<file path="config.mk">
export PLATFORM = sky130hd
export DESIGN_NAME = prsrl_cell
export DESIGN_NICKNAME = d
export VERILOG_FILES = /design/src/sv/prsrl_pkg.sv /design/src/sv/prsrl_cell.sv
export SDC_FILE = /design/constraint.sdc
export NUM_CORES = 1
export LEC_CHECK = 0
export BUFFER_PORTS_ARGS = -buffer_cell sky130_fd_sc_hd__buf_2
export CELL_PAD_IN_SITES_DETAIL_PLACEMENT = 1
export CELL_PAD_IN_SITES_GLOBAL_PLACEMENT = 1
export CORE_ASPECT_RATIO = 1.1
export CORE_UTILIZATION = 33
export DETAILED_ROUTE_END_ITERATION = 10
export PLACE_DENSITY = 0.88
export SLEW_MARGIN = 30
export SYNTH_ARGS = -nofsm -noshare
export SYNTH_HDL_FRONTEND = slang
export SYNTH_SLANG_ARGS = --single-unit
</file>
<file path="constraint.sdc">
create_clock -name clk -period 3.56 [get_ports clk]
set_input_delay 0.178 -clock clk [delete_from_list [all_inputs] [get_ports clk]]
set_output_delay 0.178 -clock clk [all_outputs]
set_load 0.02 [all_outputs]
</file>
<file path="src/sv/prsrl_pkg.sv">
// shared types, codes and constants of the per-source receive rate limiter
`default_nettype none

package prsrl_pkg;

  localparam int          TABLE_DEPTH_DEF  = 16;
  localparam logic [31:0] MIN_INTERVAL_RST = 32'd10000;

  localparam logic OP_CHECK = 1'b0;
  localparam logic OP_CLEAR = 1'b1;

  localparam logic [2:0] OUT_KNOWN   = 3'd0;
  localparam logic [2:0] OUT_LIMITED = 3'd1;
  localparam logic [2:0] OUT_ADDED   = 3'd2;
  localparam logic [2:0] OUT_EVICTED = 3'd3;
  localparam logic [2:0] OUT_CLEARED = 3'd4;

  typedef struct packed {
    logic        opcode;
    logic [31:0] peer_addr;
    logic [31:0] now_ms;
  } in_t;

  typedef struct packed {
    logic       allowed;
    logic [2:0] outcome;
  } out_t;

  // search token that walks the cell row
  typedef struct packed {
    logic        valid;
    logic [31:0] peer_addr;
    logic [31:0] now_ms;
    logic        found;
    logic        limited;
    logic [31:0] old_stamp;
  } scan_tok_t;

  // write-back broadcast to the cells
  typedef struct packed {
    logic        en;
    logic [31:0] peer_addr;
    logic [31:0] stamp;
  } cell_wr_t;

  typedef enum logic [1:0] {
    ST_IDLE,
    ST_SCAN,
    ST_HOLD
  } ctrl_state_t;

endpackage

`default_nettype wire

</file>
<file path="src/sv/prsrl_cell.sv">
// one table entry with its stage of the lookup / oldest-search chain
`default_nettype none

module prsrl_cell #(
  parameter int  TABLE_DEPTH = prsrl_pkg::TABLE_DEPTH_DEF,
  parameter int  CELL_IDX    = 0,
  localparam int IDX_W       = (TABLE_DEPTH > 1) ? $clog2(TABLE_DEPTH) : 1,
  localparam int CNT_W       = $clog2(TABLE_DEPTH + 1)
) (
  input  logic                  clk,
  input  logic                  rst_n,
  input  logic [31:0]           min_interval,
  input  logic [CNT_W-1:0]      entry_count,
  input  prsrl_pkg::scan_tok_t  tok_i,
  input  logic [IDX_W-1:0]      hit_idx_i,
  input  logic [IDX_W-1:0]      old_idx_i,
  output prsrl_pkg::scan_tok_t  tok_o,
  output logic [IDX_W-1:0]      hit_idx_o,
  output logic [IDX_W-1:0]      old_idx_o,
  input  prsrl_pkg::cell_wr_t   wr,
  input  logic [IDX_W-1:0]      wr_idx
);
  import prsrl_pkg::*;

  localparam logic [IDX_W-1:0] MY_IDX = IDX_W'(CELL_IDX);
  localparam logic [CNT_W-1:0] MY_CNT = CNT_W'(CELL_IDX);

  logic [31:0]      src_r;
  logic [31:0]      stamp_r;
  scan_tok_t        tok_r, tok_nxt;
  logic [IDX_W-1:0] hit_idx_r, hit_idx_nxt;
  logic [IDX_W-1:0] old_idx_r, old_idx_nxt;
  logic             entry_valid;
  logic             match;
  logic [31:0]      elapsed;

  assign entry_valid = MY_CNT < entry_count;
  assign match       = tok_i.valid && entry_valid && !tok_i.found &&
                       (src_r == tok_i.peer_addr);
  assign elapsed     = tok_i.now_ms - stamp_r;

  always_comb begin
    tok_nxt     = tok_i;
    hit_idx_nxt = hit_idx_i;
    old_idx_nxt = old_idx_i;
    // first matching entry wins
    if (match) begin
      tok_nxt.found   = 1'b1;
      tok_nxt.limited = elapsed < min_interval;
      hit_idx_nxt     = MY_IDX;
    end
    // strict compare keeps the lowest index on a tie
    if ((CELL_IDX == 0) || (stamp_r < tok_i.old_stamp)) begin
      tok_nxt.old_stamp = stamp_r;
      old_idx_nxt       = MY_IDX;
    end
  end

  always_ff @(posedge clk) begin
    hit_idx_r <= hit_idx_nxt;
    old_idx_r <= old_idx_nxt;
    if (!rst_n) begin
      tok_r <= '0;
    end else begin
      tok_r <= tok_nxt;
    end
  end

  always_ff @(posedge clk) begin
    if (wr.en && (wr_idx == MY_IDX)) begin
      src_r   <= wr.peer_addr;
      stamp_r <= wr.stamp;
    end
  end

  assign tok_o     = tok_r;
  assign hit_idx_o = hit_idx_r;
  assign old_idx_o = old_idx_r;

endmodule

`default_nettype wire

</file>
## Yosys cells after proc, flatten, opt, wreduce, memory -nomap -nowiden

Index checks and enable logic that the tools add are counted.

- $add $sub $neg: 1
- Multiply operators: 0
- Divide/modulo/power cells: 0
- Order comparisons: 2
- Equality and inequality tests: 1
- Shift operators: 0
- Multiplexer cells: 1
- Bitwise logic cells: 0
- Reductions and logical operators: 6

Operators with widths:

| kind | count |
|---|---|
| 32-bit equality test | 1 |
| 32-bit less-than comparator | 1 |
| 32-bit subtractor | 1 |
| 1-bit by 5-bit less-than comparator with 1-bit output, first input constant | 1 |
| 1-bit logical AND | 4 |
| 4-bit logical NOT | 1 |
| 2-bit 2-to-1 mux | 1 |
| 1-bit logical NOT | 1 |

- Register bits: 167
- Bits in latches: 0
- Bits in writable memories: 0
- Memory bits (read-only): 0
- Output and inout bits: 107
- Word-level logic and storage cells: 20
- Memories kept: 0

## Depth between registers and ports, before layout

Gate-level depths: netlist (run 1).

- Depth in word-level cells: 5
- Mapped depth: 20
- Depth with buffers taken out: 20

## Worst setup path before layout (run 1)

No wires, ideal clock.

- Kind: register -> register
- Start: reg stamp_r[0]
- End: reg tok_r (netlist bit tok_o[32])
- Library setup time: 127 ps
- Data arrival time: 3419 ps
- Setup slack: 14 ps
- Cell stages (with the launch flop): 20
- Clock period less this slack: 3546 ps
- Cell sequence: edfxtp_1 -> ha_1 -> inv_1 -> fa_1 -> a211oi_2 -> o21ai_1 -> a221oi_2 -> o21a_1 -> o31ai_2 -> a221o_1 -> a21oi_2 -> xnor2_1 -> ha_1 -> nand4_1 -> nor4_1 -> inv_1 -> o2111ai_1 -> nor2_1 -> o311ai_0 -> o21ai_0

- Longest elaborated chain between the ends: 3

Ends and longest elaborated chain:

| item | line | RTL |
|---|---|---|
| from (decl) | prsrl_cell.sv:29 | `logic [31:0] stamp_r;` |
| from (signal assigned) | prsrl_cell.sv:72 | `stamp_r <= wr.stamp;` |
| 32-bit subtractor | prsrl_cell.sv:40 | `assign elapsed = tok_i.now_ms - stamp_r;` |
| 32-bit less-than comparator | prsrl_cell.sv:49 | `tok_nxt.limited = elapsed < min_interval;` |
| 2-bit 2-to-1 mux | prsrl_cell.sv:47 | `if (match) begin` |
| to (signal assigned) | prsrl_cell.sv:65 | `tok_r <= tok_nxt;` |
| to (decl) | prsrl_cell.sv:30 | `scan_tok_t tok_r, tok_nxt;` |

Every way passes these cells.
A chain may end at the register's enable or synchronous reset.

## Final worst setup path (run 1)

- Start: reg stamp_r[3]
- End: reg tok_r (netlist bit tok_o[32])

Same word-level chain as after synthesis.

==> impl.org, run 1 <==
** Run status
- Run status :: finished, violations left
- The final reports fail on setup timing.

** Place
- The wire-length estimate of the detail-placed layout is 19610 µm.
- Including well taps, the total number of placed cells is 1300.
- Port buffering added 281 buffers.
- Gpl congestion :: 0.8642

** Finish
- Sequential standard cell area :: 3984 µm²
- Number of standard cells in the final layout excluding fillers :: 1452
- Once layout is complete, the utilization of the core stands at 49.87%.
- The area growth from synthesis to layout is 47.74%.
- Layout cell share with drive strength beyond 1 :: 33.07%
- Counting the fill cells in the layout gives 2559.
- The final layout contains 1414 nets.
- The multi-input combinational cells in the finished layout cover a total of 3418 µm².

** Yosys
- Arithmetic-cell share of the synthesized area counting full adders, half adders and majority gates :: 10.25%
- Leading cell types by total area after synthesis :: sky130_fd_sc_hd__dfxtp_1 (27%), sky130_fd_sc_hd__edfxtp_1 (25%), sky130_fd_sc_hd__ha_1 (10%), sky130_fd_sc_hd__and2_1 (8.3%), sky130_fd_sc_hd__xnor2_1 (5.1%)
- Cell type with the largest total area after synthesis :: sky130_fd_sc_hd__dfxtp_1
- The average instance in the mapped netlist occupies 10.94 µm².
- After synthesis, the largest area contributor takes up 26.55% of total cell area.
- Number of distinct library cells after synthesis :: 56
- Sequential fraction of the synthesis area :: 51.31%
- Async set-or-reset flop fraction in the synthesized netlist :: 0%
- Yosys warns :: 0
- Largest family of logic cells by synthesized area :: simple AND/OR/NAND/NOR gates
- Post-Synthesis Cells :: 710
- The synthesized netlist occupies a cell area of 7765 µm².
- Commonest register cell after synthesis :: sky130_fd_sc_hd__dfxtp_1
- Multiplexer share of the synthesized area :: 0%
- In this run, synthesis inferred 64 flip-flops with an integrated enable.
- Summing the areas of all xor and xnor instances in the mapped netlist gives 6.993% of the synthesized area.
- Summing the areas of all compound-gate instances in the mapped netlist gives 11.50% of the synthesized area.
- Simple-Gate Fraction of Synth Area :: 14.31%
- Number of storage elements in the synthesis netlist :: 167

** Detailed routing
- After detailed routing, the number of remaining DRC violations is 0.
- Summing over every cut layer, the via total after detailed routing is 6942.
- In the final routed layout, each cell accounts on average for 19.88 µm.
- Final wirelength :: 28870 µm
- Drt initial violations :: 419
- The count of nets left with antenna violations once routing finished came out at 0.
- Drt first pass iters :: 4
- Vias per std cell :: 4.781

** Floorplan
- From bottom edge to top edge, the die measures 162.9 µm.
- Placeable Area :: 23000 µm²
- Die area :: 24150 µm²
- Horizontal die dimension :: 148.3 µm
- In this run the count of I/O pins placed on the die edge is 322.
- The floorplan has 58 rows.
- Starting density of the core :: 33.75%

** CTS
- Number of buffers created by CTS :: 17
- No sink is reached through more buffers than the 2 on the longest clock path.
- Clk slew on worst S/H paths :: 0.08 ns
- CTS placed an instance of sky130_fd_sc_hd__clkbuf_16 at the clock tree root.
- CTS tree :: done
- Clock latency on the worst-skew pair, taken at its later pin, is 0.43 ns.
- CTS built an H-tree with a depth of 4.
- For this design, the sink count on the clock tree is 167.

** STA
- After layout, the worst path uses 105.6% of the clock period.
- The worst pin sits at a relative slew slack of 45.99%.
- Worst Tran Pin Value :: 0.8102 ns
- Between clock sinks in the finished design, the worst skew comes to 0.009850 ns.
- Setup repair after global routing missed its margin :: true
- Final-report max-slew violation count :: 0
- Hold Fails Final Rpt :: 0
- Final worst slack :: -0.1993 ns
- Derived from the worst setup path, the maximum achievable clock frequency is 266.0 MHz.
- Setup violations remaining at the end of the flow were counted as 1.
- After layout, the minimum clock period comes to 3.759 ns.

** Worst setup path
- Critical-path maximum fanout :: 4
- In this run the critical register-to-register path is captured at tok_o[32].
- The largest individual stage delay along the critical path comes from the cell sky130_fd_sc_hd__edfxtp_1.
- The critical path ends at tok_o[32].
- The worst setup path is captured at a flop.
- Gate family responsible for the most delay along the worst path :: compound AO/OA/AOI/OAI gates
- The critical path crosses 16 cells after its start point.
- For this run, the slowest stage of the critical path takes 0.41 ns.
- Setup slack of the worst register-to-register path :: -0.20 ns
- The worst setup path is launched from a flop.
- Together, buffers and inverters on the worst path number 2.
- The critical path goes through inv_1 > ha_1 > a21o_1 > a21oi_2 > a2111oi_2 > or3_4 > o211ai_2 > nand2_2 > a41oi_2 > xnor2_1 > ha_1 > nand4_1 > nor4_2 > inv_1 > o311ai_1 > o21ai_1.
- Count of cells along the worst register-to-register path :: 16
- The startpoint identified for the worst register-to-register timing path is stamp_r[3].
- The critical path is of the flop to flop type.
- At the worst endpoint, the arrival time is 4.05 ns.
- The most critical setup path has its startpoint at stamp_r[3].
- Data on the critical path is required at its endpoint by 3.85 ns.

** Global routing
- The first global-routing pass estimated 43170 µm of wire.
- Pin count of the biggest net entering global routing :: 65
- The via count of the first global-routing pass is 7857.
- The initial antenna violation count was 3.
- In the global route stage, overall resource usage came out at 23.80%.
- The total overflow left after global routing is 0.

** Min path
- Launch instance of the worst min-delay path :: tok_i[97]
- Worst hold path type :: input pin to flop

** Power and ir drop
- Dividing total power by cell area gives a power density of 426.3 nW/µm².
- IR analysis of the VDD net gives a maximum drop of 0.3209 mV.
- Leak :: 0.005420 µW

** Job
- Max-cap violation count :: 0
sequential cells by signal (all words and copies together), names as in the netlist:
register   cells
stamp_r       32
hit_idx_o      4
src_r         32
tok_o         99
how the worst min path moves through the flow:
stage                       to  slack, ns  depth (start not counted)
floorplan             src_r[0]       0.28                          0
global placement     src_r[17]       0.36                          1
detailed placement  stamp_r[4]       0.36                          1
CTS                  tok_o[58]     0.0007                          2
global route         tok_o[77]      0.001                          2
finish               tok_o[97]      0.009                          2
metal layers:
| layer | vias to the layer above | GRT usage [%] | wire length (µm) |
|---|---|---|---|
| met1 | 3359 | 24.75 | 10660 |
| li1 | 3264 | - | - |
| met4 | 0 | 11.53 | 1091 |
| met3 | 64 | 4.146 | 1260 |
| met2 | 255 | 45.65 | 15850 |
| met5 | - | 0 | 0 |
synth_stat cells, drive strengths merged (14+ instances only):
master / count
and2: 103
dfxtp: 103
inv: 73
edfxtp: 64
ha: 62
xnor2: 45
a21oi: 34
a21o: 27
nand2: 27
nor2: 19
o21ai: 19
nand4: 18
xor2: 17
clkbuf: 14
repair_timing:
action | in CTS | in global routing
pin swaps | 10 | 6
resized for setup | 13 | 3
setup endpoints to repair | 1 | 1
hold buffers | 110 | 0
buffers inserted | 5 | 2
endpoints found under the hold margin | 110 | 0
area by class of cell:
type / count / area share [%]
diodes: 3 / 0.06544
clock buffers: 17 / 3.708
clock inverters: 15 / 1.505
inverters: 73 / 2.388
multi-input cells: 447 / 29.80
flip-flops and latches: 167 / 34.73
well taps: 300 / 3.272
repair buffers: 430 / 24.54
report_power, final:
group | leakage [µW] | switching, µW | internal (µW)
registers | 0.00144 | 25.9 | 2050
clock network | 0.000290 | 938 | 956
logic | 0.00369 | 484 | 434
placed cells by master (no fill, tap or decap), types with 5 or more instances in the layout:
cell and instances:
sky130_fd_sc_hd__edfxtp_1 64, sky130_fd_sc_hd__a211oi_1 7, sky130_fd_sc_hd__xnor2_1 45, sky130_fd_sc_hd__a21o_1 26
sky130_fd_sc_hd__inv_1 73, sky130_fd_sc_hd__ha_1 61, sky130_fd_sc_hd__nand3_1 9, sky130_fd_sc_hd__nand4_1 18
sky130_fd_sc_hd__dfxtp_1 103, sky130_fd_sc_hd__nor2_1 19, sky130_fd_sc_hd__nand2_1 25, sky130_fd_sc_hd__o21ai_1 10
sky130_fd_sc_hd__buf_4 39, sky130_fd_sc_hd__clkbuf_16 17, sky130_fd_sc_hd__a21oi_1 28, sky130_fd_sc_hd__xor2_1 17
sky130_fd_sc_hd__inv_8 5, sky130_fd_sc_hd__buf_2 280, sky130_fd_sc_hd__dlygate4sd3_1 110, sky130_fd_sc_hd__and2_1 102
sky130_fd_sc_hd__o21ai_0 8, sky130_fd_sc_hd__a31oi_1 8
stage by stage:
| step | TNS, ns | setup WS (ns) | power (µW) | hold WS (ns) | cell area, µm² |
|---|---|---|---|---|---|
| after detailed placement | -0.4425 | -0.4425 | 2889 | 0.3564 | 9652 |
| after CTS | -0.1038 | -0.1038 | 4886 | 0.0006809 | 11430 |
| after global placement | -0.2838 | -0.2838 | 2848 | 0.3551 | 9652 |
| after global routing | -0.4146 | -0.4146 | 5078 | 0.001174 | 11470 |
| final | -0.1993 | -0.1993 | 4890 | 0.008782 | 11470 |
| after floorplan | 0 | 0.01388 | 2575 | 0.2769 | 7776 |
logic make-up (layout without fill, tap and decap cells):
family,count (synthesis),count (layout)
AOI/OAI and AO/OA,124,124
buffers and inverters,99,535
other,1,7
and+or+nand+nor,194,194
adders and majority gates,63,63
DFF,167,167
xor gates and xnor gates,62,62
No activity file was read; power rests on OpenSTA's default activity.
==> inputs of run 2 (changes only) <==
Settings changed: CELL_PAD_IN_SITES_DETAIL_PLACEMENT 1 to unset, CELL_PAD_IN_SITES_GLOBAL_PLACEMENT 1 to unset, CORE_UTILIZATION 33 to 43, PLACE_DENSITY 0.88 to 0.87.
==> run 2 against run 1 <==
  * The flow still finishes with violations (setup timing)
  * Clock skew down 0.00088 ns
  * Hold slack improved by 0.0012 ns
  * First-iteration DRC count shrank 15%
  * Critical endpoint unchanged
==> impl.org, run 2 (synthesis results as in run 1) <==
** STA
- Setup repair after global routing could not meet its margin everywhere.
- Count of endpoints failing setup in the final report :: 1 (unchanged)
- The relative slew slack came to 59.77% (+14 points).
- Final worst slack :: -0.1567 ns (+0.04262 ns)
- The total negative slack for setup checks was -0.1567 ns (+0.04262 ns).
- The number of hold violations in the final report came to 0 (unchanged).
- The worst hold slack was 0.009986 ns (+0.001203 ns).
- The measured slew at the worst slew-check pin is 0.6035 ns (-0.2067 ns).
- The largest clock skew in the final design was 0.008974 ns (-0.0008765 ns).
- Time the final worst path needs with I/O delays and setup :: 3.717 ns (-0.04262 ns)
- Final-report max-slew violation count :: 0 (unchanged)
- The fmax is 269.1 MHz (+1.1%).
- The final cycle utilization of the critical path is 104.4% (-1.2 points).

** Global routing
- Overall track demand over capacity in global routing :: 25.78% (+2.0 points)
- Grt peak-use layer :: met2
- Grt total ovfl :: 0 (unchanged)
- Pin count of the biggest net entering global routing :: 44 (-32%)
- The first-pass GRT wire length was 35910 µm (-17%).
- Number of global-route vias before repair :: 7120 (-9.4%)
- The initial antenna violation count was 1 (-2).
- Met1 layer usage reported by global route :: 28.93% (+4.2 points)
- The met3 usage in global routing was 5.470% (+1.3 points).
- The fraction of met2 tracks used by global routing came to 46.08% (+0.43 points).

** Worst setup path
- Data arrival time of the critical path :: 4.02 ns (-0.03 ns)
- The endpoint identified for the worst register-to-register timing path is tok_o[32].
- Slowest Stage Delay on Critical Path :: 0.38 ns (-0.03 ns)
- Critical setup path kind :: flop to flop
- The most numerous cell type found on the critical path is sky130_fd_sc_hd__inv_1.
- Slowest stage cell on the critical path :: sky130_fd_sc_hd__edfxtp_1
- Gate family responsible for the most delay along the worst path :: compound AO/OA/AOI/OAI gates
- Walking the worst path, the cells encountered are ha_2 > inv_1 > fa_2 > a211oi_4 > o21ai_2 > a221oi_2 > o21a_1 > o31ai_2 > a221o_1 > a21oi_2 > xnor2_1 > ha_1 > nand4_1 > nor4_2 > inv_1 > o2111ai_1 > nor2_1 > o311ai_2 > o21ai_1.
- The minimum setup slack among reg-to-reg paths was -0.16 ns (+0.04 ns).
- Endpoint class of the critical path :: flop
- The logic depth of the worst setup path including buffers came to 19 (+3).
- In this run the worst setup path terminates at tok_o[32].
- Worst Path Buf+Inv :: 2 (unchanged)
- Critical-path maximum fanout :: 2 (-2)
- The worst register-to-register path begins at stamp_r[0].
- The critical path data required time is 3.86 ns (about the same).
- In this run the worst setup path begins at stamp_r[0].
- STA classifies the critical path startpoint as a flop.
- The worst reg2reg path depth came to 19 (+3).

** CTS
- The clock network latency to the later pin of the worst-skew pair came to 0.43 ns (about the same).
- The buffer levels on the longest clock path was 2 (unchanged).
- The number of buffers created by CTS is 17 (unchanged).
- CTS tree :: done
- Clk slew on worst S/H paths :: 0.07 ns (about the same)
- Library cell used as clock root buffer :: sky130_fd_sc_hd__clkbuf_16
- The H-tree depth reported by CTS was 4 (unchanged).
- The total clock sinks came to 167 (unchanged).

** Run status
- Run status :: finished, violations left
- Violated checks :: setup timing

** Detailed routing
- Antenna-violating nets left :: 0 (unchanged)
- The via count came to 6927 (-0.22%).
- Average detailed-routed wire length per instance :: 17.33 µm (-13%)
- Drt first pass iters :: 7 (+3)
- The detail-routed via count per cell is 4.958 (+3.7%).
- Drt initial violations :: 355 (-15%)
- The post-route DRC violation count is 0 (unchanged).
- The aggregate routed wire length is 24210 µm (-16%).

** Floorplan
- Horizontal die dimension :: 130.1 µm (-12%)
- The core area was 17680 µm² (-23%).
- Die area :: 18600 µm² (-23%)
- The height of the die was 142.9 µm (-12%).
- Starting density of the core :: 43.93% (+10 points)
- Site row count :: 51 (-12%)
- I/O pin count :: 322 (unchanged)

** Power and ir drop
- The leakage component of the power is 0.005452 µW (+0.60%).
- Pwr dens :: 417.7 nW/µm² (-2.0%)
- The maximum resistive drop on vdd is 0.3004 mV (-6.4%).

** Finish
- The number of flip-flops in the largest register was 99 (unchanged).
- Most common library cell in the layout ignoring fill and taps :: sky130_fd_sc_hd__buf_2
- Highest-count cells in the layout ignoring fill and taps :: sky130_fd_sc_hd__buf_2 (281), sky130_fd_sc_hd__dlygate4sd3_1 (123), sky130_fd_sc_hd__dfxtp_1 (103)
- Final core utilization :: 64.86% (+15 points)
- The count of filler cells inserted in the layout was 1266 (-51%).
- The ratio of cells with drive above 1 in the final layout is 32.47% (-0.60 points).
- Area grow syn2layout :: 47.65% (about the same)
- The net total in the final layout is 1423 (+0.64%).

** Place
- Gpl congestion :: 0.8935 (+3.4%)
- The pre-CTS worst setup slack came to -0.4184 ns (+0.02402 ns).
- The total of buffers placed on input and output ports is 281 (unchanged).
- The placed wire-length estimate after detailed placement came to 15970 µm (-19%).

** Min path
- The worst hold path belongs to the class input pin to flop.

** Job
- Max-cap violation count :: 0 (unchanged)
[run 2: cell count changes in the layout (fill, tap and decap cells not counted), moves of 2 or more]
cell / delta
sky130_fd_sc_hd__buf_4: -4
sky130_fd_sc_hd__clkinv_4: +3
sky130_fd_sc_hd__dlygate4sd3_1: +13
sky130_fd_sc_hd__diode_2: -2
[run 2: layer usage]
metal  part of all wire, %  up-vias  routed length [µm]
li1                      -     3292                   -
met4                   4.4        0                1071
met2                    51      336               12270
met1                    39     3216                9374
met5                     0        -                   0
met3                   6.2       83                1495
[run 2: worst min-delay path by stage]
stage	startpoint	to	slack (ns)	cells past startpoint
2_1_floorplan	wr[32]	src_r[0]	0.28	0
3_3_place_gp	wr[55]	src_r[23]	0.35	1
3_5_place_dp	wr[53]	src_r[21]	0.36	1
4_1_cts	tok_i[35]	tok_o[35]	0.0003	2
5_1_grt	tok_i[54]	tok_o[54]	0.003	2
6_report	tok_i[54]	tok_o[54]	0.01	2
[run 2: layout make-up]
cell class | count | area [µm²] | area share (%)
Inverter | 73 | 274.0 | 2.390
Tap cell | 238 | 297.8 | 2.597
Timing Repair Buffer | 439 | 2900 | 25.30
Clock inverter | 15 | 160.2 | 1.397
Multi-Input combinational cell | 447 | 3421 | 29.84
Antenna cell | 1 | 2.502 | 0.02183
Clock buffer | 17 | 425.4 | 3.711
Sequential cell | 167 | 3984 | 34.75
[run 2: where the power goes]
| part | leakage (µW) | switching, µW | total [µW] | internal [µW] |
|---|---|---|---|---|
| Sequential | 0.00144 | 23.6 | 2080 | 2050 |
| Clock | 0.000288 | 887 | 1830 | 939 |
| Combinational | 0.00373 | 454 | 887 | 433 |
| Total | 0.00545 | 1360 | 4790 | 3420 |
[run 2: what timing repair did]
| item | CTS | global route |
|---|---|---|
| gates resized for setup | 10 | 5 |
| pin swaps | 12 | 1 |
| hold buffers | 122 | 1 |
| setup buffers | 3 | 1 |
| endpoints found under the hold margin | 122 | 1 |
| setup endpoints to repair | 1 | 1 |
[run 2: metrics by stage]
step / std cells / total power, µW / area [µm²]
2_1_floorplan: 713 / 2575 / 7776
3_3_place_gp: 1237 / 2833 / 9554
3_5_place_dp: 1237 / 2857 / 9554
4_1_cts: 1394 / 4772 / 11420
5_1_grt: 1397 / 4975 / 11460
6_report: 1397 / 4789 / 11460
