### config.mk
export PLATFORM = sky130hd
export DESIGN_NAME = prsrl_ctrl
export DESIGN_NICKNAME = d
export VERILOG_FILES = /design/src/sv/prsrl_pkg.sv /design/src/sv/prsrl_ctrl.sv
export SDC_FILE = /design/constraint.sdc
export NUM_CORES = 1
export LEC_CHECK = 0
export ABC_AREA = 1
export ABC_CLOCK_PERIOD_IN_PS = 2690
export BUFFER_PORTS_ARGS = -buffer_cell sky130_fd_sc_hd__buf_2
export CORE_AREA = 2 2 162 164
export CTS_BUF_LIST = sky130_fd_sc_hd__clkbuf_8
export DETAILED_ROUTE_END_ITERATION = 10
export DIE_AREA = 0 0 164 166
export PLACE_DENSITY = 0.5
export SYNTH_ARGS = -nofsm -noshare
export SYNTH_HDL_FRONTEND = slang
export SYNTH_SLANG_ARGS = --single-unit
### constraint.sdc
create_clock -name clk -period 2.69 [get_ports clk]
set_input_delay 0.538 -clock clk [delete_from_list [all_inputs] [get_ports clk]]
set_output_delay 0.538 -clock clk [all_outputs]
set_load 0.01 [all_outputs]
### src/sv/prsrl_pkg.sv
// shared types, codes and constants of the per-source receive rate limiter
`default_nettype none

package prsrl_pkg;

  localparam int          TABLE_DEPTH_DEF  = 16;
  localparam logic [31:0] MIN_INTERVAL_RST = 32'd10000;

  localparam logic OP_CHECK = 1'b0;
  localparam logic OP_CLEAR = 1'b1;

  localparam logic [2:0] OUT_KNOWN   = 3'd0;
  localparam logic [2:0] OUT_LIMITED = 3'd1;
  localparam logic [2:0] OUT_ADDED   = 3'd2;
  localparam logic [2:0] OUT_EVICTED = 3'd3;
  localparam logic [2:0] OUT_CLEARED = 3'd4;

  typedef struct packed {
    logic        opcode;
    logic [31:0] peer_addr;
    logic [31:0] now_ms;
  } in_t;

  typedef struct packed {
    logic       allowed;
    logic [2:0] outcome;
  } out_t;

  // search token that walks the cell row
  typedef struct packed {
    logic        valid;
    logic [31:0] peer_addr;
    logic [31:0] now_ms;
    logic        found;
    logic        limited;
    logic [31:0] old_stamp;
  } scan_tok_t;

  // write-back broadcast to the cells
  typedef struct packed {
    logic        en;
    logic [31:0] peer_addr;
    logic [31:0] stamp;
  } cell_wr_t;

  typedef enum logic [1:0] {
    ST_IDLE,
    ST_SCAN,
    ST_HOLD
  } ctrl_state_t;

endpackage

`default_nettype wire

### src/sv/prsrl_ctrl.sv
// sequencer: accepts transactions, launches the scan, writes back, holds results
`default_nettype none

module prsrl_ctrl #(
  parameter int  TABLE_DEPTH = prsrl_pkg::TABLE_DEPTH_DEF,
  localparam int IDX_W       = (TABLE_DEPTH > 1) ? $clog2(TABLE_DEPTH) : 1,
  localparam int CNT_W       = $clog2(TABLE_DEPTH + 1)
) (
  input  logic                  clk,
  input  logic                  rst_n,
  input  logic                  in_valid,
  output logic                  in_stall,
  input  prsrl_pkg::in_t        in_data,
  output logic                  out_valid,
  input  logic                  out_stall,
  output prsrl_pkg::out_t       out_data,
  input  logic                  cfg_we,
  input  logic [31:0]           cfg_wdata,
  output logic [31:0]           min_interval,
  output logic [CNT_W-1:0]      entry_count,
  output prsrl_pkg::scan_tok_t  launch_tok,
  input  prsrl_pkg::scan_tok_t  last_tok,
  input  logic [IDX_W-1:0]      last_hit_idx,
  input  logic [IDX_W-1:0]      last_old_idx,
  output prsrl_pkg::cell_wr_t   wr,
  output logic [IDX_W-1:0]      wr_idx
);
  import prsrl_pkg::*;

  localparam logic [CNT_W-1:0] DEPTH_CNT = CNT_W'(TABLE_DEPTH);

  ctrl_state_t      state_r, state_nxt;
  logic [CNT_W-1:0] count_r, count_nxt;
  out_t             res_r, res_nxt;
  scan_tok_t        launch_r, launch_nxt;
  logic             out_valid_r;
  out_t             out_data_r;
  logic [31:0]      min_r;
  logic             out_load;

  always_ff @(posedge clk) begin
    if (!rst_n) begin
      state_r <= ST_IDLE;
    end else begin
      state_r <= state_nxt;
    end
  end

  always_comb begin
    state_nxt        = state_r;
    count_nxt        = count_r;
    res_nxt          = res_r;
    launch_nxt       = launch_r;
    launch_nxt.valid = 1'b0;
    wr               = '0;
    wr_idx           = '0;
    out_load         = 1'b0;
    in_stall         = 1'b1;
    unique case (state_r)
      ST_IDLE: begin
        in_stall = 1'b0;
        if (in_valid) begin
          if (in_data.opcode == OP_CLEAR) begin
            count_nxt       = '0;
            res_nxt.allowed = 1'b0;
            res_nxt.outcome = OUT_CLEARED;
            state_nxt       = ST_HOLD;
          end else begin
            launch_nxt.valid     = 1'b1;
            launch_nxt.peer_addr = in_data.peer_addr;
            launch_nxt.now_ms    = in_data.now_ms;
            launch_nxt.found     = 1'b0;
            launch_nxt.limited   = 1'b0;
            launch_nxt.old_stamp = '0;
            state_nxt            = ST_SCAN;
          end
        end
      end
      ST_SCAN: begin
        if (last_tok.valid) begin
          wr.peer_addr = last_tok.peer_addr;
          wr.stamp     = last_tok.now_ms;
          state_nxt    = ST_HOLD;
          if (last_tok.found && last_tok.limited) begin
            res_nxt.allowed = 1'b0;
            res_nxt.outcome = OUT_LIMITED;
          end else if (last_tok.found) begin
            wr.en           = 1'b1;
            wr_idx          = last_hit_idx;
            res_nxt.allowed = 1'b1;
            res_nxt.outcome = OUT_KNOWN;
          end else if (count_r < DEPTH_CNT) begin
            wr.en           = 1'b1;
            wr_idx          = count_r[IDX_W-1:0];
            count_nxt       = count_r + CNT_W'(1);
            res_nxt.allowed = 1'b1;
            res_nxt.outcome = OUT_ADDED;
          end else begin
            wr.en           = 1'b1;
            wr_idx          = last_old_idx;
            res_nxt.allowed = 1'b1;
            res_nxt.outcome = OUT_EVICTED;
          end
        end
      end
      ST_HOLD: begin
        if (!out_valid_r || !out_stall) begin
          out_load  = 1'b1;
          state_nxt = ST_IDLE;
        end
      end
      default: begin
        state_nxt = ST_IDLE;
      end
    endcase
  end

  always_ff @(posedge clk) begin
    res_r <= res_nxt;
    if (out_load) begin
      out_data_r <= res_r;
    end
    if (!rst_n) begin
      count_r     <= '0;
      launch_r    <= '0;
      out_valid_r <= 1'b0;
      min_r       <= MIN_INTERVAL_RST;
    end else begin
      count_r  <= count_nxt;
      launch_r <= launch_nxt;
      if (out_load) begin
        out_valid_r <= 1'b1;
      end else if (!out_stall) begin
        out_valid_r <= 1'b0;
      end
      if (cfg_we) begin
        min_r <= cfg_wdata;
      end
    end
  end

  assign out_valid    = out_valid_r;
  assign out_data     = out_data_r;
  assign min_interval = min_r;
  assign entry_count  = count_r;
  assign launch_tok   = launch_r;

endmodule

`default_nettype wire

## Word-level counts from Yosys, hierarchy flattened

Index checks and enable logic that the tools add are counted.

| storage, ports and cells | value |
|---|---|
| register bits after elaboration | 113 |
| latch bits | 0 |
| bits in writable memories | 0 |
| bits in read-only memories | 0 |
| input port bits | 209 |
| output and inout port bits | 211 |
| word-level logic and storage cells | 68 |
| memories | 0 |

| operators by class | value |
|---|---|
| $add $sub $neg | 1 |
| $mul | 0 |
| divide/modulo/power cells | 0 |
| order comparisons | 1 |
| equality and inequality tests | 10 |
| shifts and indexed selects | 0 |
| mux-type cells | 33 |
| bitwise gates (word level) | 1 |
| reduce and logical (&&, ||, !) cells | 11 |

Operator list:

| cell | count |
|---|---|
| 65-bit 2-to-1 mux | 2 |
| 99-bit 2-to-1 mux | 1 |
| 4-bit 2-to-1 mux | 9 |
| 5-bit 2-to-1 mux | 6 |
| 2-bit != test (second input constant) | 7 |
| 2-bit 2-to-1 mux | 5 |
| 5-bit case mux with 2 select lines | 1 |
| 3-bit AND reduction | 3 |
| 4-bit case mux with 2 select lines | 1 |
| 1-bit 2-to-1 mux | 7 |
| 7-bit AND reduction | 1 |
| 2-bit case mux with 3 select lines | 1 |
| 5-bit by 1-bit adder with 5-bit output (second input constant) | 1 |
| 5-bit less-than comparator (second input constant) | 1 |
| 4-bit AND reduction | 1 |
| 2-bit by 1-bit == test with 1-bit output (second input constant) | 1 |
| 2-bit == test (second input constant) | 1 |
| 1-bit zero test | 2 |
| 2-bit zero test | 1 |
| 2-bit by 1-bit != test with 1-bit output (second input constant) | 1 |
| 2-bit nonzero test | 1 |
| 1-bit logical AND | 1 |
| 1-bit logical OR | 1 |
| 1-bit NOT | 1 |

## Logic depth before layout (Yosys ltp)

Gate-level depths: netlist of run 1.

| logic depth | value |
|---|---|
| word-level depth | 6 |
| mapped depth | 8 |
| depth with buffers taken out | 7 |

## Worst setup path before layout of run 1

No wires, ideal clock.

| timing | value |
|---|---|
| path type | in2out |
| start | in last_tok[98] in the netlist's numbering |
| end | out wr[13] in the netlist's numbering |
| arrival | 1.222 ns |
| required time | 2.152 ns |
| slack | 0.930 ns |
| stages | 4 |
| buffers on the path | 2 |
| cells stage by stage | buf_2 -> buf_1 -> nand2_1 -> nor2_1 |

RTL lines:

| item | line | text |
|---|---|---|
| from (decl) | prsrl_ctrl.sv:22 | `input prsrl_pkg::scan_tok_t last_tok,` |
| to (decl) | prsrl_ctrl.sv:25 | `output prsrl_pkg::cell_wr_t wr,` |

==> results of run 1 <==
## stage by stage
stage,setup WS [ns],hold WS (ns)
3_3_place_gp,0.393,0.403
6_report,0.235,0.316
5_1_grt,0.0594,0.287
2_1_floorplan,0.930,0.400
4_1_cts,0.199,0.272
3_5_place_dp,0.375,0.405
## placed cells by master (no fill, tap or decap), drive strengths merged, types with 2 or more instances in the layout
| cell | Yosys | layout |
|---|---|---|
| inv | 25 | 30 |
| nor2 | 265 | 265 |
| o21ai | 93 | 93 |
| edfxtp | 8 | 8 |
| a21oi | 6 | 6 |
| clkinvlp | 0 | 2 |
| o211ai | 3 | 3 |
| dfxtp | 105 | 105 |
| conb | 1 | 34 |
| clkinv | 0 | 4 |
| nand2 | 108 | 108 |
| bufinv | 0 | 4 |
| clkbuf | 20 | 17 |
| buf | 60 | 361 |
| nor3 | 2 | 2 |
| nand3 | 12 | 12 |
## cell type report
cell class              instances  area share [%]
inverters                      25            1.28
clock buffers                  17            3.20
repair buffers                361            25.3
well taps                     335            5.73
diodes                          1          0.0342
multi-input cells             526            29.6
flip-flops and latches        113            32.0
clock inverters                15            2.86
## kinds of logic (layout without fill, tap and decap cells)
kind of cell	Yosys count	count (layout)	synth area share, %
buf+inv	105	418	12.9
compound gates	102	102	10.3
fa+ha+maj	1	1	0.249
simple gates	388	388	29.7
other cells	1	35	0.0746
flops	113	113	46.6
xor+xnor	1	1	0.174
## per-layer routing
layer	vias up	share of wire, %	global-route usage, %
met5	-	0	0
met4	0	1.8	4.69
met3	17	8.4	4.37
met2	250	49	24.3
met1	2526	41	16.4
li1	2810	-	-
## flip-flops by register name, summed over array words and instances (netlist names)
name	count
state_r	2
launch_tok	65
entry_count	5
out_data	4
min_interval	32
res_r	4
out_valid	1
## synthesized netlist by cell type (all sizes together)
library cell and instances:
nor2 265, nand2 108, dfxtp 105, o21ai 93, buf 60, inv 25
clkbuf 20, nand3 12, edfxtp 8, a21oi 6, o211ai 3, nor3 2
conb 1, ha 1, nand4 1, xor2 1
## worst paths after layout
path / slack [ns] / depth (start not counted) / end
max reg2reg: 0.76 / 8 / entry_count[1]$_SDFFE_PN0P_
max: 0.23 / 5 / wr[61]
min: 0.32 / 3 / min_interval[8]$_SDFFE_PN1P_
min reg2reg: 0.42 / 0 / out_data[1]$_DFFE_PP_
## power breakdown
| group | internal [mW] | total (mW) | switching, mW |
|---|---|---|---|
| Sequential | 1.82 | 1.88 | 0.0589 |
| Combinational | 0.284 | 0.730 | 0.446 |
| Clock | 1.02 | 1.84 | 0.820 |
| Total | 3.13 | 4.45 | 1.32 |
## critical path: cells and delay by family, from the launching register on
family | cells | cell delay (ns)
AND/OR/NAND/NOR | 2 | 0.23
buffers and inverters | 3 | 0.83
flip-flops | 1 | 0.36
==> run metrics, run 1 <==
synth unique cells=25; minimum clock period=roughly 2.5 ns; worst setup path startpoint=state_r[1]$_SDFFE_PN0P_; PortBufs=roughly 350; slowest stage delay, CP=approximately 0.56 ns; VDD IR max=roughly 0.25 mV; Crit Path Class=flop to output pin; pin count of the biggest net entering global routing=74; via count=approximately 5.6k; Routed wire per std cell=approximately 14 um; CP max stage cell=buf_4; CTS H-tree depth=4; Synth area leaders=dfxtp_1 42%, nor2_1 20%, o21ai_0 8.2%; unrepaired setup endpoints after global routing=false; final setup skew=roughly 0.017 ns; Final Setup Violations=0; die width=between 150 and 200 um; Slew Viols, Final=0; Seq cells post-synth=roughly 110; post-CTS setup buffers=0; sequential share of the synthesized area=46.6%; vias per cell=between 4 and 5; crit path launch type=flop; Fillers=2,915; Slew HR=approximately 32%; drt first-iter violations=approximately 300; hold bufs inserted after CTS=0; Worst Min Path Start=cfg_wdata[8]; total gr overflow=0; Leak Pwr=between 4 and 5 nW; TritonCTS clock tree=built; worst-path maximum fanout=73; Top Ports=420; multi-input gate area in the final layout=roughly 0.0022 mm^2; largest area contributor in the netlist=dfxtp_1; Yosys top cell area share=a little over two fifths; initial antenna violation count=0; Tightest Pin Transition=between 1 and 1.5 ns; cells along the critical path=inv_1 -> nand2_2 -> buf_4 -> nor2_1 -> buf_2; Final Hold Viols=0; Total GRT Usage=approximately 14%; clock-pin slew on the worst setup and hold paths=0.09 ns; Synth Instances=between 700 and 800; Placed Area=roughly 0.0069 mm^2; Root Driver=clkbuf_8; Reg area=around 0.0023 mm^2; core box area=~0.026 mm^2; Max Cap Viol=0; drt total wl=between 15,000 and 20,000 um; HP Class=input pin to flop; fin util=around 29%; Max Clock Freq=a little over 400 MHz; outcome=completed; Crit Reg-Reg Startpoint=state_r[1]$_SDFFE_PN0P_; # placed instances=1,360; starting density of the core=19.6%; Post-DRT Antenna Nets=0; DP Wirelength=14,900 um; vias in the first global route=~5.2k; syn avg cell area=~7.1 um^2; PD cells=608 mW/mm^2; Setup TNS=0 ns; Max Buffers Root-to-Sink=2; Placement Rows=59; # DRC=0; Pre-Repair DR Iteration Count=4; Design Area, Final=0.00732 mm^2; first-pass GRT wire length=between 20,000 and 30,000 um; layout cell share with drive strength beyond 1=roughly 38%; critical path endpoint category=output pin; number of warnings issued by yosys=0; Cell Area, Synth=0.00503 mm^2; Resized Gates After CTS=0; Synth-to-Final Area Change=45.5%; Layout Nets=about 1.3k; post-route insts no fill=approximately 1.4k; Clk Latency, worst-skew pair=0.43 ns; Total Die Area=around 0.027 mm^2; Tot Pwr=around 4.5 mW; WP data arrival=between 1.5 and 2 ns; Num Clock Sinks=approximately 110; gp weighted congestion=0.827; cts bufs inserted=17; Req. time, crit path=approximately 2.2 ns; Die Y=166 um; Tcrit/Tclk final=roughly 91%
(Power assumes the default switching activity.)
==> run 2, diff against run 1 <==
Settings changed: CORE_AREA 2 2 162 164 to 2 2 164 166, CTS_BUF_LIST sky130_fd_sc_hd__clkbuf_8 to sky130_fd_sc_hd__clkbuf_16, DIE_AREA 0 0 164 166 to 0 0 166 168, PLACE_DENSITY 0.5 to 0.49.
==> run 2 against run 1 <==
Net effect: combinational power barely moved; worst hold slack improved by 0.026 ns; die area is 2.4% higher; sequential power is essentially flat; cell count grew 0.72%; sequential cell count unchanged.
==> run metrics, run 2 (synthesis results as in run 1) <==
post-CTS setup buffers=0; Total GRT Usage=between 10 and 15%; commonest non-fill, non-tap cell in the layout=buf_2; drt total wl=roughly 20,000 um; pin count of the biggest net entering global routing=65; outcome=completed; VDD IR max=approximately 0.35 mV; Synth-to-Final Area Change=49.0%; die width=166 um; Routed wire per std cell=approximately 14 um; starting density of the core=19.1%; Max Clock Freq=about 430 MHz; Pre-Repair DR Iteration Count=4; hold bufs inserted after CTS=0; Setup TNS=0 ns; PD cells=around 640 mW/mm^2; Req. time, crit path=2.15 ns; Layout Nets=1,257; # placed instances=between 1k and 1.5k; first-pass GRT wire length=about 30,000 um; vias in the first global route=between 5k and 6k; Slew HR=between 40% and 50%; switching share of power=about 30%; Tot Pwr=4.77 mW; Final Setup Violations=0; Root Driver=clkbuf_16; Total Die Area=around 0.028 mm^2; crit path launch type=flop; Die Y=168 um; gp weighted congestion=~0.8; Clock Power Share=a little under half; Slew Viols, Final=0; minimum clock period=between 2 and 2.5 ns; HP Class=input pin to flop; drt first-iter violations=about 280; DP Wirelength=14,700 um; Crit Path Class=flop to output pin; cells along the critical path=nand2_2 -> nor3_2 -> buf_4 -> nand2_1 -> inv_1 -> buf_2; Clk Latency, worst-skew pair=0.40 ns; PortBufs=between 300 and 400; Num Clock Sinks=around 110; NetSw=approximately 1.4 mW; sequential share of power=approximately 39%; clock-pin slew on the worst setup and hold paths=roughly 0.060 ns; vias per cell=just over 4; Tcrit/Tclk final=between 80% and 90%; via count=5,669; Crit Reg-Reg Startpoint=state_r[0]$_SDFFE_PN0P_; Placement Rows=60; worst setup path startpoint=state_r[0]$_SDFFE_PN0P_; initial antenna violation count=3; Leak Pwr=roughly 4.1 nW; most frequent cells in the layout=353 x buf_2, 264 x nor2_1, 107 x nand2_1, 105 x dfxtp_1, 82 x o21ai_0; max reg flops=65; post-route insts no fill=around 1.4k; worst-path maximum fanout=15; TritonCTS clock tree=built; final setup skew=between 0.008 and 0.009 ns; Max Cap Viol=0; fin util=28.4%; critical path endpoint category=output pin; cell internal pwr=3.37 mW; R2R Setup Slk=0.89 ns; unrepaired setup endpoints after global routing=false; Top Ports=420; Final Hold Viols=0; Worst Min Path Start=cfg_wdata[10]; Max Buffers Root-to-Sink=2; slowest stage delay, CP=about 0.45 ns; Gate power share=between 15 and 20%; # DRC=0; total gr overflow=0; Resized Gates After CTS=0; cts bufs inserted=17; Post-DRT Antenna Nets=0; CTS H-tree depth=4; core box area=0.0264 mm^2; Tightest Pin Transition=approximately 0.76 ns; WP data arrival=~1.8 ns; CP max stage cell=dfxtp_1; layout cell share with drive strength beyond 1=37.9%
==> run 2: cell types whose count changed in the layout (fill, tap and decap cells not counted), sizes merged <==
cell	before	now
bufinv	4	0
diode	1	2
inv	30	31
buf	361	364
clkinvlp	2	3
clkinv	4	5
clkbuf	17	18
==> run 2: cell type report <==
type | instances | area [um^2]
antenna | 2 | 5.00
clock buffer | 18 | 450
clock inverter | 14 | 120
fill | 2981 | 18900
inverter | 25 | 93.8
multi-input combinational | 526 | 2160
sequential | 113 | 2340
tap | 341 | 427
timing repair buffer | 364 | 1890
==> run 2: metrics by stage <==
stage	hold slack, ns	worst slack (ns)	area [um^2]
global placement	0.404	0.552	6910
CTS	0.320	0.282	7480
finish	0.342	0.370	7490
detailed placement	0.405	0.539	6910
floorplan	0.400	0.930	5150
global route	0.329	0.192	7490
==> run 2: worst paths after layout <==
kind | end | cells past startpoint
worst max-delay path | wr_idx[2] | 6
worst max register to register | launch_tok[80]$_SDFFE_PN0P_ | 7
worst min-delay path | min_interval[10]$_SDFFE_PN1P_ | 3
worst min register to register | out_data[1]$_DFFE_PP_ | 0
==> run 2: critical path: cells and delay by family, from the launching register on <==
kind | cells | cell delay [ns]
buf+inv | 3 | 0.36
flops | 1 | 0.45
simple gates | 3 | 0.56
==> run 2: power by group through the flow <==
stage                     registers [mW]  logic [mW]  clock network [mW]
after floorplan                     1.97       0.372                   0
after global placement              1.91       0.743                   0
after detailed placement            1.91       0.745                   0
after CTS                           1.88       0.747                2.25
after global routing                1.89       0.822                2.33
final                               1.88       0.731                2.16
==> run 2: metal layers <==
metal | vias to the layer above | global-route usage [%] | routed length, um
met2 | 273 | 23.8 | 9530
met1 | 2552 | 15.4 | 8000
li1 | 2823 | - | -
met4 | 2 | 4.73 | 329
met3 | 19 | 5.10 | 1780
met5 | - | 0 | 13
==> run 3, diff against run 2 <==
Settings changed: ABC_AREA 1 to unset, CORE_AREA 2 2 164 166 to 2 2 161 163, DIE_AREA 0 0 166 168 to 0 0 163 165, PLACE_DENSITY 0.49 to 0.51.
==> run 3 against run 2 <==
Net effect: sequential power fell by 3%; worst setup slack got worse by 0.14 ns; cell area rose by 1.3%; combinational power fell by 20%; utilization rose by 1.9 points; first-iteration DRC count fell by 16%; global-route usage fell by 1.0 points; cell count fell by 11%; fmax fell by 5.8%; critical endpoint is now wr_idx[0]; largest power group unchanged; highest routed layer is now met4.
==> run metrics, run 3 <==
outcome=completed; syn avg cell area=approximately 9.0 um^2; cts bufs inserted=17; Root Driver=clkbuf_16; Top FF cell, synth=dfxtp_1; hold bufs inserted after CTS=0; area share of and/or/nand/nor cells after synthesis=between 20% and 30%; Synth-to-Final Area Change=47.8%; worst-path maximum fanout=8; met2 WL=a little under 10,000 um; Synth Area in Compound Gates=around 11%; vias in the first global route=around 4.6k; Total GRT Usage=approximately 13%; Total Die Area=0.0269 mm^2; Seq cells post-synth=between 100 and 150; crit path launch type=flop; metal3 WL=1120 um; Adder-Cell Fraction of Synth Area=less than 1%; Pre-Repair DR Iteration Count=4; Req. time, crit path=2.15 ns; CTS H-tree depth=4; Final Setup Violations=0; DRT met1 WL=6840 um; number of flops mapped to enable cells by yosys=8; slowest stage delay, CP=roughly 0.61 ns; largest area contributor in the netlist=dfxtp_1; DP Worst Slack=about 0.45 ns; post-CTS setup buffers=0; Tcrit/Tclk final=between 90% and 100%; asr flop ratio synth=0%; Cell Area, Synth=around 0.005 mm^2; xor/xnor cell area share of the yosys netlist=0%; VDD IR max=around 0.32 mV; Fillers=between 2k and 3k; Tot Pwr=4.44 mW; Crit Reg-Reg Startpoint=state_r[1]$_SDFFE_PN0P_; Setup TNS=0 ns; die width=between 150 and 200 um; Design Area, Final=~0.0076 mm^2; Reg area=between 0.002 and 0.0025 mm^2; Crit Path Class=flop to output pin; Final Hold Viols=0; worst path bufs/invs=1; initial antenna violation count=2; stages on the worst setup path=4; FF-to-FF path depth=4; Num Clock Sinks=~110; Synth area leaders=dfxtp_1 41%, nand2_1 10%, and2_1 8.0%; vias per cell=a little under 4; clock-pin slew on the worst setup and hold paths=0.06 ns; multi-input gate area in the final layout=between 0.002 and 0.0025 mm^2; Layout Nets=~1.1k; synth unique cells=37; via count=4,850; Max Clock Freq=between 400 and 500 MHz; unrepaired setup endpoints after global routing=false; drt first-iter violations=236; reg-to-reg endpoint=launch_tok[37]$_SDFFE_PN0P_; delay-heaviest family, CP=multiplexers; multiplexer share of the synthesized area=roughly 8.1%; Resized Gates After CTS=0; setup ws final=0.225 ns; DP Wirelength=approximately 14,000 um; PD cells=585 mW/mm^2; drt total wl=17,900 um; HP Class=input pin to flop; Slew Viols, Final=0; most frequent cells in the layout=353 x buf_2, 140 x nand2_1, 105 x dfxtp_1, 66 x and2_1, 51 x a21boi_1; total gr overflow=0; Slew HR=48.1%; cells along the critical path=mux2_2 -> mux2i_1 -> nor2_1 -> buf_2; Tightest Pin Transition=roughly 0.8 ns; number of warnings issued by yosys=0; first-pass GRT wire length=around 26,000 um; Synth Instances=~570; Top Metal Used=met4; starting density of the core=just over 20%; Hold Path Cell Cnt=3; hold endpoint=min_interval[13]$_SDFFE_PN1P_; gp weighted congestion=between 0.8 and 0.9; count leader, synth=nand2_1; Max Cap Viol=0; sequential share of the synthesized area=45.6%; pin count of the biggest net entering global routing=between 60 and 70; main combinational cell family by area after synthesis=simple AND/OR/NAND/NOR gates; Placed Area=~0.0071 mm^2; PortBufs=353; TritonCTS clock tree=built; Max Buffers Root-to-Sink=2; Clk Latency, worst-skew pair=roughly 0.4 ns; Die Y=~170 um; Leak Pwr=slightly below 4 nW; critical path endpoint category=output pin; commonest non-fill, non-tap cell in the layout=buf_2; Placement Rows=between 50 and 60; Routed wire per std cell=about 14 um; R2R Setup Slk=0.88 ns; Yosys top cell area share=41.0%; Worst Min Path Start=cfg_wdata[13]; Post-DRT Antenna Nets=0; minimum clock period=around 2.5 ns; CP max stage cell=dfxtp_1; Post-synth top cells=140 x nand2_1, 105 x dfxtp_1, 66 x and2_1; layout cell share with drive strength beyond 1=between 40% and 50%; fin util=between 30 and 40%; final setup skew=approximately 0.0090 ns; # DRC=0; Top Ports=420; WP data arrival=between 1.5 and 2 ns; max reg flops=65; core box area=between 0.02 and 0.03 mm^2
[run 3: cell types whose count changed in the layout (fill, tap and decap cells not counted), sizes merged, moves of 29 or more]
| cell | previous run | this run |
|---|---|---|
| mux2i | 0 | 37 |
| a21boi | 0 | 67 |
| nor2 | 265 | 6 |
| inv | 31 | 2 |
| and2 | 0 | 66 |
| nand2 | 108 | 140 |
| o21ai | 93 | 2 |
[run 3: cells by family after synthesis]
family                   after synthesis
AO/OA/AOI/OAI                         77
adder cells (fa/ha/maj)                1
buffers and inverters                 77
flip-flops                           113
multiplexers                          41
other                                  1
AND/OR/NAND/NOR                      258
[run 3: worst max path at each step]
stage	start	end	slack [ns]
after floorplan	last_tok[98]	wr[14]	0.91
after global placement	last_tok[98]	wr[52]	0.47
after detailed placement	last_tok[98]	wr[59]	0.45
after CTS	entry_count[4]$_SDFFE_PN0P_	wr_idx[1]	0.18
after global routing	entry_count[4]$_SDFFE_PN0P_	wr_idx[1]	0.11
final	entry_count[4]$_SDFFE_PN0P_	wr_idx[0]	0.23
[run 3: layer usage]
metal / vias up / GRT usage [%]
met3: 11 / 3.24
met2: 219 / 23.7
met1: 2182 / 13.4
met5: - / 0
li1: 2438 / -
met4: 0 / 5.11
[run 3: stage by stage]
stage | cells | hold WS [ns]
finish | 1249 | 0.352
global route | 1249 | 0.341
detailed placement | 1216 | 0.410
CTS | 1247 | 0.327
global placement | 1216 | 0.406
floorplan | 601 | 0.400
[run 3: area by class of cell]
| type | count | share of cell area (%) |
|---|---|---|
| clock buffer | 17 | 5.61 |
| tap | 330 | 5.44 |
| sequential | 113 | 30.9 |
| inverter | 1 | 0.0495 |
| antenna | 2 | 0.0660 |
| multi-input combinational | 411 | 32.1 |
| timing repair buffer | 361 | 24.6 |
| clock inverter | 14 | 1.30 |
[run 3: report_power, final]
group	total, mW	internal, mW	switching [mW]	leakage (nW)
clock network	2.03	1.24	0.794	0.256
logic	0.585	0.269	0.316	2.69
registers	1.82	1.78	0.0360	0.933
total	4.44	3.29	1.15	3.87
[run 3: tightest hold or removal path: stages]
cell and delay [ns]:
buf_2 0.07, mux2i_1 0.05, nand2_1 0.06
